**src/bdlp_pkg.sv**
```systemverilog
// shared types and constants for the button debounce / long-press block
// no dependencies; imported by every module of the block
`default_nettype none

package bdlp_pkg;

   // debounce state codes
   localparam logic [2:0] ST_RELEASED = 3'd0;
   localparam logic [2:0] ST_FALLING  = 3'd1;
   localparam logic [2:0] ST_PRESSED  = 3'd2;
   localparam logic [2:0] ST_RISING   = 3'd3;
   localparam logic [2:0] ST_LONG     = 3'd4;

   // event codes
   localparam logic [1:0] EV_NONE         = 2'd0;
   localparam logic [1:0] EV_LONG_PRESS   = 2'd1;
   localparam logic [1:0] EV_SHORT_CLICK  = 2'd2;
   localparam logic [1:0] EV_LONG_RELEASE = 2'd3;

   // register indexes and reset values
   localparam logic REG_DEBOUNCE_TIME   = 1'b0;
   localparam logic REG_LONG_PRESS_TIME = 1'b1;
   localparam logic [15:0] DEBOUNCE_RESET   = 16'd20;
   localparam logic [15:0] LONG_PRESS_RESET = 16'd1000;

   typedef struct packed {
      logic [15:0] debounce_time;
      logic [15:0] long_press_time;
   } cfg_type;

   typedef struct packed {
      logic [1:0] new_event;
      logic [1:0] latched_event;
      logic [2:0] fsm_state;
   } result_type;

endpackage

`default_nettype wire

```
**src/bdlp_csr.sv**
```systemverilog
// configuration registers behind the apb-style port
// depends on bdlp_pkg
`default_nettype none

module bdlp_csr
   import bdlp_pkg::*;
(
   input  wire logic        clock,
   input  wire logic        reset,
   input  wire logic        csr_psel,
   input  wire logic        csr_penable,
   input  wire logic        csr_pwrite,
   input  wire logic [2:0]  csr_paddr,
   input  wire logic [31:0] csr_pwdata,
   output logic      [31:0] csr_prdata,
   output logic             csr_pready,
   output cfg_type          cfg
);

   cfg_type cfg_ff;
   cfg_type cfg_in;
   logic    wr_en;
   logic    reg_index;

   assign csr_pready = 1'b1;
   assign reg_index  = csr_paddr[2];
   assign wr_en      = csr_psel && csr_penable && csr_pwrite;

   always_comb begin
      cfg_in = cfg_ff;
      if (wr_en) begin
         case (reg_index)
            REG_DEBOUNCE_TIME:   cfg_in.debounce_time   = csr_pwdata[15:0];
            REG_LONG_PRESS_TIME: cfg_in.long_press_time = csr_pwdata[15:0];
            default:             cfg_in = cfg_ff;
         endcase
      end
   end

   always_ff @(posedge clock) begin
      if (reset) begin
         cfg_ff.debounce_time   <= DEBOUNCE_RESET;
         cfg_ff.long_press_time <= LONG_PRESS_RESET;
      end else begin
         cfg_ff <= cfg_in;
      end
   end

   always_comb begin
      case (reg_index)
         REG_DEBOUNCE_TIME:   csr_prdata = {16'd0, cfg_ff.debounce_time};
         REG_LONG_PRESS_TIME: csr_prdata = {16'd0, cfg_ff.long_press_time};
         default:             csr_prdata = 32'd0;
      endcase
   end

   assign cfg = cfg_ff;

endmodule

`default_nettype wire

```
**src/bdlp_fsm.sv**
```systemverilog
// debounce / long-press state machine with event latch
// depends on bdlp_pkg
`default_nettype none

module bdlp_fsm
   import bdlp_pkg::*;
(
   input  wire logic        clock,
   input  wire logic        reset,
   input  wire logic        step,
   input  wire logic        pressed,
   input  wire logic [31:0] now_ms,
   input  wire logic        take_event,
   input  cfg_type          cfg,
   output result_type       result
);

   logic [2:0]  state_ff, state_in;
   logic [31:0] edge_start_ff, edge_start_in;
   logic [31:0] press_start_ff, press_start_in;
   logic [1:0]  pending_ff, pending_in;
   logic [1:0]  ev;
   logic [1:0]  latched;
   logic [31:0] edge_elapsed;
   logic [31:0] press_elapsed;
   logic        debounce_done;
   logic        long_done;

   assign edge_elapsed  = now_ms - edge_start_ff;
   assign press_elapsed = now_ms - press_start_ff;
   assign debounce_done = edge_elapsed >= {16'd0, cfg.debounce_time};
   assign long_done     = press_elapsed >= {16'd0, cfg.long_press_time};

   always_comb begin
      state_in       = state_ff;
      edge_start_in  = edge_start_ff;
      press_start_in = press_start_ff;
      ev             = EV_NONE;
      case (state_ff)
         ST_FALLING: begin
            if (!pressed) begin
               state_in = ST_RELEASED;
            end else if (debounce_done) begin
               state_in       = ST_PRESSED;
               press_start_in = now_ms;
            end
         end
         ST_PRESSED: begin
            if (!pressed) begin
               state_in      = ST_RISING;
               edge_start_in = now_ms;
            end else if (long_done) begin
               state_in = ST_LONG;
               ev       = EV_LONG_PRESS;
            end
         end
         ST_RISING: begin
            // bounce back keeps the original press time
            if (pressed) begin
               state_in = ST_PRESSED;
            end else if (debounce_done) begin
               state_in = ST_RELEASED;
               ev       = EV_SHORT_CLICK;
            end
         end
         ST_LONG: begin
            if (!pressed) begin
               state_in = ST_RELEASED;
               ev       = EV_LONG_RELEASE;
            end
         end
         default: begin
            state_in = ST_RELEASED;
            if (pressed) begin
               state_in      = ST_FALLING;
               edge_start_in = now_ms;
            end
         end
      endcase
   end

   assign latched    = (ev != EV_NONE) ? ev : pending_ff;
   assign pending_in = take_event ? EV_NONE : latched;

   always_ff @(posedge clock) begin
      if (reset) begin
         state_ff       <= ST_RELEASED;
         edge_start_ff  <= 32'd0;
         press_start_ff <= 32'd0;
         pending_ff     <= EV_NONE;
      end else if (step) begin
         state_ff       <= state_in;
         edge_start_ff  <= edge_start_in;
         press_start_ff <= press_start_in;
         pending_ff     <= pending_in;
      end
   end

   assign result.new_event     = ev;
   assign result.latched_event = latched;
   assign result.fsm_state     = state_in;

endmodule

`default_nettype wire

```
**src/button_debounce_long_press_top.sv**
```systemverilog
// request register, then result register; a stall on the result channel holds a
// request in the first; one request per cycle sustained while results are taken,
// with the combinational state machine update between the two registers
// synchronous active-high reset empties both registers, returns the machine to
// released with no latched event, and loads debounce 20 ms and long press 1000 ms
// depends on bdlp_pkg, bdlp_csr, bdlp_fsm
`default_nettype none

module button_debounce_long_press_top
   import bdlp_pkg::*;
(
   input  wire logic        clock,
   input  wire logic        reset,
   // request channel
   input  wire logic        req_valid,
   output logic             req_ready,
   input  wire logic        req_pressed,
   input  wire logic [31:0] req_now_ms,
   input  wire logic        req_take_event,
   // result channel
   output logic             rsp_valid,
   input  wire logic        rsp_ready,
   output logic      [1:0]  rsp_new_event,
   output logic      [1:0]  rsp_latched_event,
   output logic      [2:0]  rsp_fsm_state,
   // configuration port
   input  wire logic        csr_psel,
   input  wire logic        csr_penable,
   input  wire logic        csr_pwrite,
   input  wire logic [2:0]  csr_paddr,
   input  wire logic [31:0] csr_pwdata,
   output logic      [31:0] csr_prdata,
   output logic             csr_pready
);

   cfg_type    cfg;
   result_type result;

   // request register
   logic        req_valid_ff;
   logic        req_pressed_ff;
   logic [31:0] req_now_ms_ff;
   logic        req_take_ff;

   // result register
   logic        rsp_valid_ff;
   result_type  rsp_ff;

   // the held request moves into the result register when that is free or draining
   logic advance;
   logic req_fire;

   assign advance   = req_valid_ff && (!rsp_valid_ff || rsp_ready);
   assign req_ready = !req_valid_ff || advance;
   assign req_fire  = req_valid && req_ready;

   always_ff @(posedge clock) begin
      if (reset) begin
         req_valid_ff <= 1'b0;
      end else if (req_ready) begin
         req_valid_ff <= req_valid;
      end
   end

   // payload only, no reset needed
   always_ff @(posedge clock) begin
      if (req_fire) begin
         req_pressed_ff <= req_pressed;
         req_now_ms_ff  <= req_now_ms;
         req_take_ff    <= req_take_event;
      end
   end

   bdlp_csr u_csr (
      .clock       (clock),
      .reset       (reset),
      .csr_psel    (csr_psel),
      .csr_penable (csr_penable),
      .csr_pwrite  (csr_pwrite),
      .csr_paddr   (csr_paddr),
      .csr_pwdata  (csr_pwdata),
      .csr_prdata  (csr_prdata),
      .csr_pready  (csr_pready),
      .cfg         (cfg)
   );

   // state machine commits only when its result is captured
   bdlp_fsm u_fsm (
      .clock      (clock),
      .reset      (reset),
      .step       (advance),
      .pressed    (req_pressed_ff),
      .now_ms     (req_now_ms_ff),
      .take_event (req_take_ff),
      .cfg        (cfg),
      .result     (result)
   );

   always_ff @(posedge clock) begin
      if (reset) begin
         rsp_valid_ff <= 1'b0;
      end else if (advance) begin
         rsp_valid_ff <= 1'b1;
      end else if (rsp_ready) begin
         rsp_valid_ff <= 1'b0;
      end
   end

   always_ff @(posedge clock) begin
      if (advance) begin
         rsp_ff <= result;
      end
   end

   assign rsp_valid         = rsp_valid_ff;
   assign rsp_new_event     = rsp_ff.new_event;
   assign rsp_latched_event = rsp_ff.latched_event;
   assign rsp_fsm_state     = rsp_ff.fsm_state;

`ifndef SYNTHESIS
   // a raised event is always the latched one in the same result
   a_event_latched: assert property (@(posedge clock) disable iff (reset)
      rsp_valid && (rsp_new_event != EV_NONE) |-> rsp_latched_event == rsp_new_event)
      else $error("raised event not latched");

   // a long press leaves the machine in the long-press state
   a_long_state: assert property (@(posedge clock) disable iff (reset)
      rsp_valid && (rsp_new_event == EV_LONG_PRESS) |-> rsp_fsm_state == ST_LONG)
      else $error("long press without long state");

   // click and long release both end in released
   a_release_state: assert property (@(posedge clock) disable iff (reset)
      rsp_valid && ((rsp_new_event == EV_SHORT_CLICK) ||
                    (rsp_new_event == EV_LONG_RELEASE)) |-> rsp_fsm_state == ST_RELEASED)
      else $error("release event without released state");

   // a held request that cannot move on blocks new requests
   a_no_overrun: assert property (@(posedge clock) disable iff (reset)
      req_valid_ff && !advance |-> !req_ready)
      else $error("request register overrun");
`endif

endmodule

`default_nettype wire
```
**config.mk**
```make
export PLATFORM = sky130hd
export DESIGN_NAME = button_debounce_long_press_top
export DESIGN_NICKNAME = d
export VERILOG_FILES = /design/src/bdlp_pkg.sv /design/src/bdlp_csr.sv /design/src/bdlp_fsm.sv /design/src/button_debounce_long_press_top.sv
export SDC_FILE = /design/constraint.sdc
export NUM_CORES = 1
export LEC_CHECK = 0
export BUFFER_PORTS_ARGS = -buffer_cell sky130_fd_sc_hd__buf_2
export CAP_MARGIN = 0
export CORE_MARGIN = 4
export CORE_UTILIZATION = 30
export CTS_CLUSTER_SIZE = 8
export DETAILED_ROUTE_END_ITERATION = 16
export GPL_TIMING_DRIVEN = 0
export SLEW_MARGIN = 20
export SYNTH_ARGS = -nofsm -noshare
export SYNTH_HDL_FRONTEND = slang
export SYNTH_HIERARCHICAL = 1
export SYNTH_SLANG_ARGS = --single-unit
```
**constraint.sdc**
```tcl
create_clock -name clock -period 6.17 [get_ports clock]
set_input_delay 0.3085 -clock clock [delete_from_list [all_inputs] [get_ports clock]]
set_output_delay 0.3085 -clock clock [all_outputs]
set_load 0.1 [all_outputs]
```
==> Word-level counts from Yosys, hierarchy flattened <==
Index checks and enable logic that the tools add are counted.
{ "totals": {"out_inout_bits": 42, "register_bits": 144, "input_bits": 76} }
{ "classes": {"order_cmp": 2, "reduce_logical": 16, "bitwise": 2, "eq_ne": 5, "n_mux": 23, "n_addsub": 2} }
{ "ops": {"columns": ["operator", "count"], "rows": [
  ["$pmux W32 S2", 2],
  ["$ge A32 B16 Y1", 2],
  ["$mux W32", 2],
  ["$sub A32 B32 Y32", 2],
  ["$mux W3", 7],
  ["$mux W2", 6],
  ["$pmux W3 S4", 1],
  ["$reduce_and A4 Y1", 2],
  ["$eq A3 B2 Y1 const B", 2],
  ["$pmux W2 S3", 1],
  ["$reduce_bool A2 Y1", 3],
  ["$logic_and A1 B1 Y1", 4],
  ["$mux W1", 4],
  ["$reduce_and A2 Y1", 2],
  ["$eq A3 B1 Y1 const B", 1],
  ["$eq A3 B3 Y1 const B", 1],
  ["$reduce_or A3 Y1", 1],
  ["$logic_not A1 Y1", 2],
  ["$logic_or A1 B1 Y1", 2],
  ["$ne A2 B2 Y1 const B", 1],
  ["$not A1 Y1", 2]
]} }

==> Longest topological paths before layout <==
{ "logic_depth": {"word_depth": 8, "mapped_depth": 22, "ltp_nobuf": 22} }

==> By module <==
The synthesis kept the hierarchy.
{ "by_module_without_submodules": {"columns": ["module", "area_per_inst_um2", "cells_per_inst", "seq_area_each_um2", "n_inst"], "rows": [
  ["bdlp_fsm", 7377.1, 969, 1381.3, 1],
  ["bdlp_csr", 1696.6, 170, 640.6, 1],
  ["button_debounce_long_press_top", 1335.0, 51, 1271.2, 1]
]} }

==> Worst setup path before layout <==
Ideal clock, no wire load.
{ "synth_path": {"path_kind": "reg2reg", "startpoint": "register req_now_ms_ff[7]", "endpoint": "register u_fsm.press_start_ff[1]", "arrival_time_ns": 4.310, "stages_incl_launch_ff": 19, "path_buffers": 1, "slack_ns": 1.732, "setup_time_ns": 0.128, "cell_sequence": "edfxtp_1 ha_1 and4_4 and3_4 o2111a_1 or3_1 xor2_1 ha_1 a21o_1 a21o_1 a221oi_1 o41ai_1 nor4_1 nand4_1 or4_4 nand3_4 buf_12 mux2i_1 nor2_1"} }
{ "synth_via": {"elab_chain_cells": 3} }
{ "synth_rtl": {"columns": ["item", "line_no", "text"], "rows": [
  ["start, declared", "button_debounce_long_press_top.sv:42", "logic [31:0] req_now_ms_ff;"],
  ["start signal, assigned", "button_debounce_long_press_top.sv:69", "req_now_ms_ff <= req_now_ms;"],
  ["$sub A32 B32 Y32", "bdlp_fsm.sv:29", "assign edge_elapsed = now_ms - edge_start_ff;"],
  ["$ge A32 B16 Y1", "bdlp_fsm.sv:31", "assign debounce_done = edge_elapsed >= {16'd0, cfg.debounce_time};"],
  ["$reduce_and A4 Y1 (no source line)", null, null],
  ["end signal, assigned", "bdlp_fsm.sv:94", "press_start_ff <= press_start_in;"],
  ["end, declared", "bdlp_fsm.sv:20", "logic [31:0] press_start_ff, press_start_in;"]
]} }
No other way between the ends.
A chain may end at the register's enable or synchronous reset.

==> report_table.html <==
<table>
<tr><th>Metric</th><th>Value</th></tr>
<tr><th colspan="2">Status</th></tr>
<tr><td>Result of the run</td><td>complete, no violations</td></tr>
<tr><th colspan="2">STA</th></tr>
<tr><td>Number of hold-slack violations in the final timing report</td><td>0</td></tr>
<tr><td>Slew at the pin with the worst max-slew slack</td><td>1010 ps</td></tr>
<tr><td>Fin crit share</td><td>89.0%</td></tr>
<tr><td>Final slew viol count</td><td>0</td></tr>
<tr><td>Post-route worst hold slack</td><td>51.5 ps</td></tr>
<tr><td>Total of endpoints with negative setup slack in the final report</td><td>0</td></tr>
<tr><td>RSZ-0062 raised after global routing</td><td>no</td></tr>
<tr><td>Post-route setup TNS</td><td>0 ps</td></tr>
<tr><td>Max-slew headroom at the worst pin</td><td>32.4%</td></tr>
<tr><td>Largest clock skew in the final design</td><td>11.3 ps</td></tr>
<tr><td>Max frequency</td><td>182 MHz</td></tr>
<tr><td>Final min period</td><td>5490 ps</td></tr>
<tr><th colspan="2">Synthesis</th></tr>
<tr><td>Total of flip-flops plus latches after synthesis</td><td>144</td></tr>
<tr><td>Mapped Area</td><td>10400 um^2</td></tr>
<tr><td>Synth cell types</td><td>84</td></tr>
<tr><td>Post-synth ARST share</td><td>0%</td></tr>
<tr><td>Syn Inst Count</td><td>1190</td></tr>
<tr><td>Fraction of the yosys area taken by sequential cells</td><td>31.6%</td></tr>
<tr><td>Most common flop cell mapped by yosys</td><td>sky130_fd_sc_hd__dfxtp_1</td></tr>
<tr><td>Mean area per synthesized cell</td><td>8.75 um^2</td></tr>
<tr><td>Count of synthesis-stage warnings from yosys</td><td>6</td></tr>
<tr><td>Post-synth EDFFs</td><td>41</td></tr>
<tr><th colspan="2">Detailed routing</th></tr>
<tr><td>TritonRoute pass-1 iters</td><td>5</td></tr>
<tr><td>Routed vias</td><td>8665</td></tr>
<tr><td>DRC violations left</td><td>0</td></tr>
<tr><td>DRC violation total after the first TritonRoute iteration</td><td>394</td></tr>
<tr><td>Overall routed net length</td><td>27500 um</td></tr>
<tr><td>DR vias/cell</td><td>4.90</td></tr>
<tr><td>Number of nets with antenna violations after detailed routing</td><td>0</td></tr>
<tr><td>Wire length per cell after detailed routing</td><td>15.5 um</td></tr>
<tr><th colspan="2">Floorplan</th></tr>
<tr><td>Starting density of the core</td><td>30.7%</td></tr>
<tr><td>Placement row count</td><td>67</td></tr>
<tr><td>Area of the die</td><td>37700 um^2</td></tr>
<tr><td>Die W</td><td>194 um</td></tr>
<tr><td>Die height</td><td>194 um</td></tr>
<tr><td>Number of ports placed on the die boundary</td><td>118</td></tr>
<tr><td>Placeable core area</td><td>33900 um^2</td></tr>
<tr><th colspan="2">CTS</th></tr>
<tr><td>Clock latency at the later pin of the worst-skew pair</td><td>430 ps</td></tr>
<tr><td>Longest Clk Path Bufs</td><td>2</td></tr>
<tr><td>Number of buffers created by CTS</td><td>17</td></tr>
<tr><td>Hold-fix buffers, CTS</td><td>0</td></tr>
<tr><td>Level count of the clock H-tree</td><td>4</td></tr>
<tr><td>Number of clock sinks</td><td>144</td></tr>
<tr><td>TritonCTS clock tree</td><td>done</td></tr>
<tr><td>Buffer cell driving the clock tree root</td><td>sky130_fd_sc_hd__clkbuf_16</td></tr>
<tr><td>Clock transition at the register clock pins on the worst setup and hold paths after CTS</td><td>60 ps</td></tr>
<tr><th colspan="2">Global route</th></tr>
<tr><td>Overall global routing resource usage</td><td>14.5%</td></tr>
<tr><td>Wire length of the first global-routing pass</td><td>44800 um</td></tr>
<tr><td>Initial antenna violation count</td><td>0</td></tr>
<tr><td>Maximum number of pins on one net before global-route repair</td><td>35</td></tr>
<tr><td>Via count of the first global-routing pass</td><td>8566</td></tr>
<tr><td>Overflow after GRT</td><td>0</td></tr>
<tr><th colspan="2">Placed design</th></tr>
<tr><td>Post-placement cell area</td><td>11400 um^2</td></tr>
<tr><td>Number of buffers inserted by port buffering</td><td>82</td></tr>
<tr><td>Final estimated routing congestion in global placement</td><td>0.895</td></tr>
<tr><td>Post-detailed-placement half-perimeter wirelength</td><td>21800 um</td></tr>
<tr><th colspan="2">Final layout</th></tr>
<tr><td>Antenna Cells</td><td>0</td></tr>
<tr><td>Final design area excluding fillers</td><td>12100 um^2</td></tr>
<tr><td>Net count of the finished layout</td><td>1478</td></tr>
<tr><td>Fraction of final layout cells sized beyond drive strength 1</td><td>13.9%</td></tr>
<tr><td>Synth-to-Final Area Change</td><td>16.6%</td></tr>
<tr><th colspan="2">Setup path</th></tr>
<tr><td>Critical-path cell with the highest stage delay</td><td>sky130_fd_sc_hd__nor4_2</td></tr>
<tr><td>Worst Reg2Reg Path Length in Cells</td><td>21</td></tr>
<tr><td>Longest individual stage delay on the worst path</td><td>570 ps</td></tr>
<tr><td>R2r startpoint</td><td>req_now_ms_ff[4]</td></tr>
<tr><td>Destination of the worst register-to-register timing path</td><td>u_fsm/pending_ff[1]</td></tr>
<tr><td>Highest fanout seen on the critical path</td><td>5</td></tr>
<tr><td>CP startpoint kind</td><td>flip-flop</td></tr>
<tr><td>Critical path start-end classification</td><td>flip-flop to flip-flop</td></tr>
<tr><td>Endpoint required time on the critical path</td><td>6500 ps</td></tr>
<tr><td>Cells along the critical path</td><td>ha_1 -&gt; a21o_1 -&gt; a31o_2 -&gt; or2_2 -&gt; and2_1 -&gt; o21ai_0 -&gt; nand2b_1 -&gt; a21o_1 -&gt; a21oi_1 -&gt; xnor2_1 -&gt; ha_1 -&gt; a211oi_1 -&gt; o221ai_1 -&gt; a21oi_1 -&gt; o21ai_0 -&gt; a21oi_1 -&gt; o2111ai_1 -&gt; nor4_2 -&gt; o41ai_1 -&gt; or4_1 -&gt; o311ai_1</td></tr>
<tr><td>Setup slack of the most critical reg-to-reg path</td><td>680 ps</td></tr>
<tr><td>Cell repeated most along the worst path</td><td>sky130_fd_sc_hd__a21oi_1</td></tr>
<tr><td>CP Capture Type</td><td>flip-flop</td></tr>
<tr><td>Data arrival time of the worst path</td><td>5830 ps</td></tr>
<tr><th colspan="2">Power and ir drop</th></tr>
<tr><td>Leakage power summed over all cells</td><td>5.27 nW</td></tr>
<tr><td>Power Dens Cells</td><td>242 nW/um^2</td></tr>
<tr><td>Tot Pwr</td><td>2.94 mW</td></tr>
<tr><td>Highest ir drop seen on vdd</td><td>0.000154 V</td></tr>
<tr><th colspan="2">Min path</th></tr>
<tr><td>Beginning of the worst hold path</td><td>req_now_ms[10]</td></tr>
<tr><td>Worst hold path depth</td><td>1</td></tr>
<tr><td>Hold Path Class</td><td>primary input to flip-flop</td></tr>
<tr><td>Worst Hold Path EP</td><td>req_now_ms_ff[10]</td></tr>
<tr><th colspan="2">Job</th></tr>
<tr><td>Number of max-cap violations</td><td>0</td></tr>
</table>
## state kept, by name (all words and copies together) (netlist names)
register              cells
req_take_ff               1
rsp_new_event             2
rsp_valid                 1
u_csr/cfg                32
rsp_latched_event         2
req_now_ms_ff            32
req_pressed_ff            1
req_valid_ff              1
u_fsm/pending_ff          2
u_fsm/edge_start_ff      32
u_fsm/press_start_ff     32
u_fsm/state_ff            3
rsp_fsm_state             3
## cell type report
cell class,instances,area [um^2]
clock buffers,18,429
well taps,448,561
clock inverters,14,263
fillers,3506,21700
flip-flops and latches,144,3290
repair buffers,82,410
multi-input cells,881,6330
plain buffers,69,427
inverters,111,417
## layer usage
layer	global-route usage, %	wire length [um]
met5	0	0
met1	18.7	13000
met3	2.92	1130
met4	5.18	657
met2	24.0	12700
## placed cells by master, fill, tap and decap left out, types with 5 or more instances in the layout
master	n
sky130_fd_sc_hd__xnor2_1	22
sky130_fd_sc_hd__mux2i_1	97
sky130_fd_sc_hd__o21ai_0	43
sky130_fd_sc_hd__nand2_1	61
sky130_fd_sc_hd__a31oi_1	5
sky130_fd_sc_hd__o31ai_1	6
sky130_fd_sc_hd__clkbuf_1	36
sky130_fd_sc_hd__o21bai_1	6
sky130_fd_sc_hd__xor2_1	23
sky130_fd_sc_hd__a211oi_1	7
sky130_fd_sc_hd__o2111ai_1	8
sky130_fd_sc_hd__and3_1	5
sky130_fd_sc_hd__a21oi_1	92
sky130_fd_sc_hd__o22ai_1	6
sky130_fd_sc_hd__bufinv_16	7
sky130_fd_sc_hd__ha_1	94
sky130_fd_sc_hd__conb_1	17
sky130_fd_sc_hd__nand4_1	26
sky130_fd_sc_hd__inv_1	111
sky130_fd_sc_hd__buf_4	20
sky130_fd_sc_hd__o211ai_1	8
sky130_fd_sc_hd__buf_2	88
sky130_fd_sc_hd__nand2b_1	55
sky130_fd_sc_hd__nor3_1	9
sky130_fd_sc_hd__nand3_1	19
sky130_fd_sc_hd__mux2_2	16
sky130_fd_sc_hd__nor2_1	120
sky130_fd_sc_hd__dfxtp_1	103
sky130_fd_sc_hd__clkbuf_16	17
sky130_fd_sc_hd__a21o_1	30
sky130_fd_sc_hd__edfxtp_1	41
sky130_fd_sc_hd__o21a_1	15
sky130_fd_sc_hd__nor2b_1	6
## synth_stat cells (5+ instances only)
| library cell | instances | area share (%) |
|---|---|---|
| sky130_fd_sc_hd__a211oi_1 | 7 | 0.50 |
| sky130_fd_sc_hd__a21o_1 | 30 | 2.2 |
| sky130_fd_sc_hd__a21oi_1 | 92 | 4.4 |
| sky130_fd_sc_hd__a31oi_1 | 5 | 0.30 |
| sky130_fd_sc_hd__and3_1 | 5 | 0.30 |
| sky130_fd_sc_hd__buf_2 | 6 | 0.29 |
| sky130_fd_sc_hd__buf_4 | 20 | 1.4 |
| sky130_fd_sc_hd__clkbuf_1 | 35 | 1.3 |
| sky130_fd_sc_hd__dfxtp_1 | 103 | 20 |
| sky130_fd_sc_hd__edfxtp_1 | 41 | 12 |
| sky130_fd_sc_hd__ha_1 | 94 | 11 |
| sky130_fd_sc_hd__inv_1 | 111 | 4.0 |
| sky130_fd_sc_hd__mux2_2 | 16 | 1.7 |
| sky130_fd_sc_hd__mux2i_1 | 97 | 9.3 |
| sky130_fd_sc_hd__nand2_1 | 61 | 2.2 |
| sky130_fd_sc_hd__nand2b_1 | 55 | 3.3 |
| sky130_fd_sc_hd__nand3_1 | 19 | 0.91 |
| sky130_fd_sc_hd__nand4_1 | 26 | 1.6 |
| sky130_fd_sc_hd__nor2_1 | 120 | 4.3 |
| sky130_fd_sc_hd__nor2b_1 | 6 | 0.36 |
| sky130_fd_sc_hd__nor3_1 | 9 | 0.43 |
| sky130_fd_sc_hd__nor4_1 | 5 | 0.30 |
| sky130_fd_sc_hd__o2111ai_1 | 8 | 0.67 |
| sky130_fd_sc_hd__o211ai_1 | 8 | 0.58 |
| sky130_fd_sc_hd__o21a_1 | 15 | 1.1 |
| sky130_fd_sc_hd__o21ai_0 | 43 | 2.1 |
| sky130_fd_sc_hd__o21bai_1 | 6 | 0.43 |
| sky130_fd_sc_hd__o22ai_1 | 6 | 0.36 |
| sky130_fd_sc_hd__o31ai_1 | 6 | 0.43 |
| sky130_fd_sc_hd__xnor2_1 | 22 | 1.9 |
| sky130_fd_sc_hd__xor2_1 | 23 | 1.9 |
## worst max-delay path by stage
stage | start | to | slack [ps] | cells after the start
6_report | req_now_ms_ff[4] | u_fsm/pending_ff[1] | 680 | 21
4_1_cts | req_now_ms_ff[4] | u_fsm/pending_ff[1] | 320 | 21
3_3_place_gp | req_now_ms_ff[4] | u_fsm/pending_ff[1] | 410 | 21
5_1_grt | req_now_ms_ff[4] | u_fsm/pending_ff[1] | 280 | 21
2_1_floorplan | req_now_ms_ff[7] | u_fsm/press_start_ff[1] | 1730 | 18
3_5_place_dp | req_now_ms_ff[4] | u_fsm/pending_ff[1] | 320 | 21
## where the power goes
| part | total [mW] | switching [mW] | internal [mW] |
|---|---|---|---|
| sequential | 1.04 | 0.0292 | 1.01 |
| clock | 1.23 | 0.429 | 0.801 |
| combinational | 0.671 | 0.432 | 0.239 |
| total | 2.94 | 0.890 | 2.05 |
## worst max-delay path, delay by kind of cell, from the launching register on
kind / cells / cell delay, ps
AO/OA/AOI/OAI: 13 / 2460
XOR/XNOR: 1 / 160
adder cells (fa/ha/maj): 2 / 680
flip-flops: 1 / 450
AND/OR/NAND/NOR: 5 / 1640
## logic make-up (layout without fill, tap and decap cells)
group           Yosys count  in the layout  share of synthesized area, %
other cells               2             17                        0.0722
xor+xnor                 45             45                          3.79
mux                     113            113                          11.1
simple gates            336            336                          16.3
flops                   144            144                          31.6
buf+inv                 180            294                          8.10
compound gates          274            274                          17.4
fa+ha+maj                96             96                          11.7
## stage by stage
stage	util (%)	instances	setup WS, ps
final	35.8	1767	678
after CTS	35.8	1767	323
after detailed placement	33.8	1735	320
after global placement	33.8	1735	411
after global routing	35.8	1767	281
after floorplan	-	1205	1730
## repair_timing
action,4_1_cts,5_1_grt
resized for setup,0,1
setup buffers,0,0
endpoints found under the setup margin,0,1
Note: power is estimated with default switching activity, not from simulation.
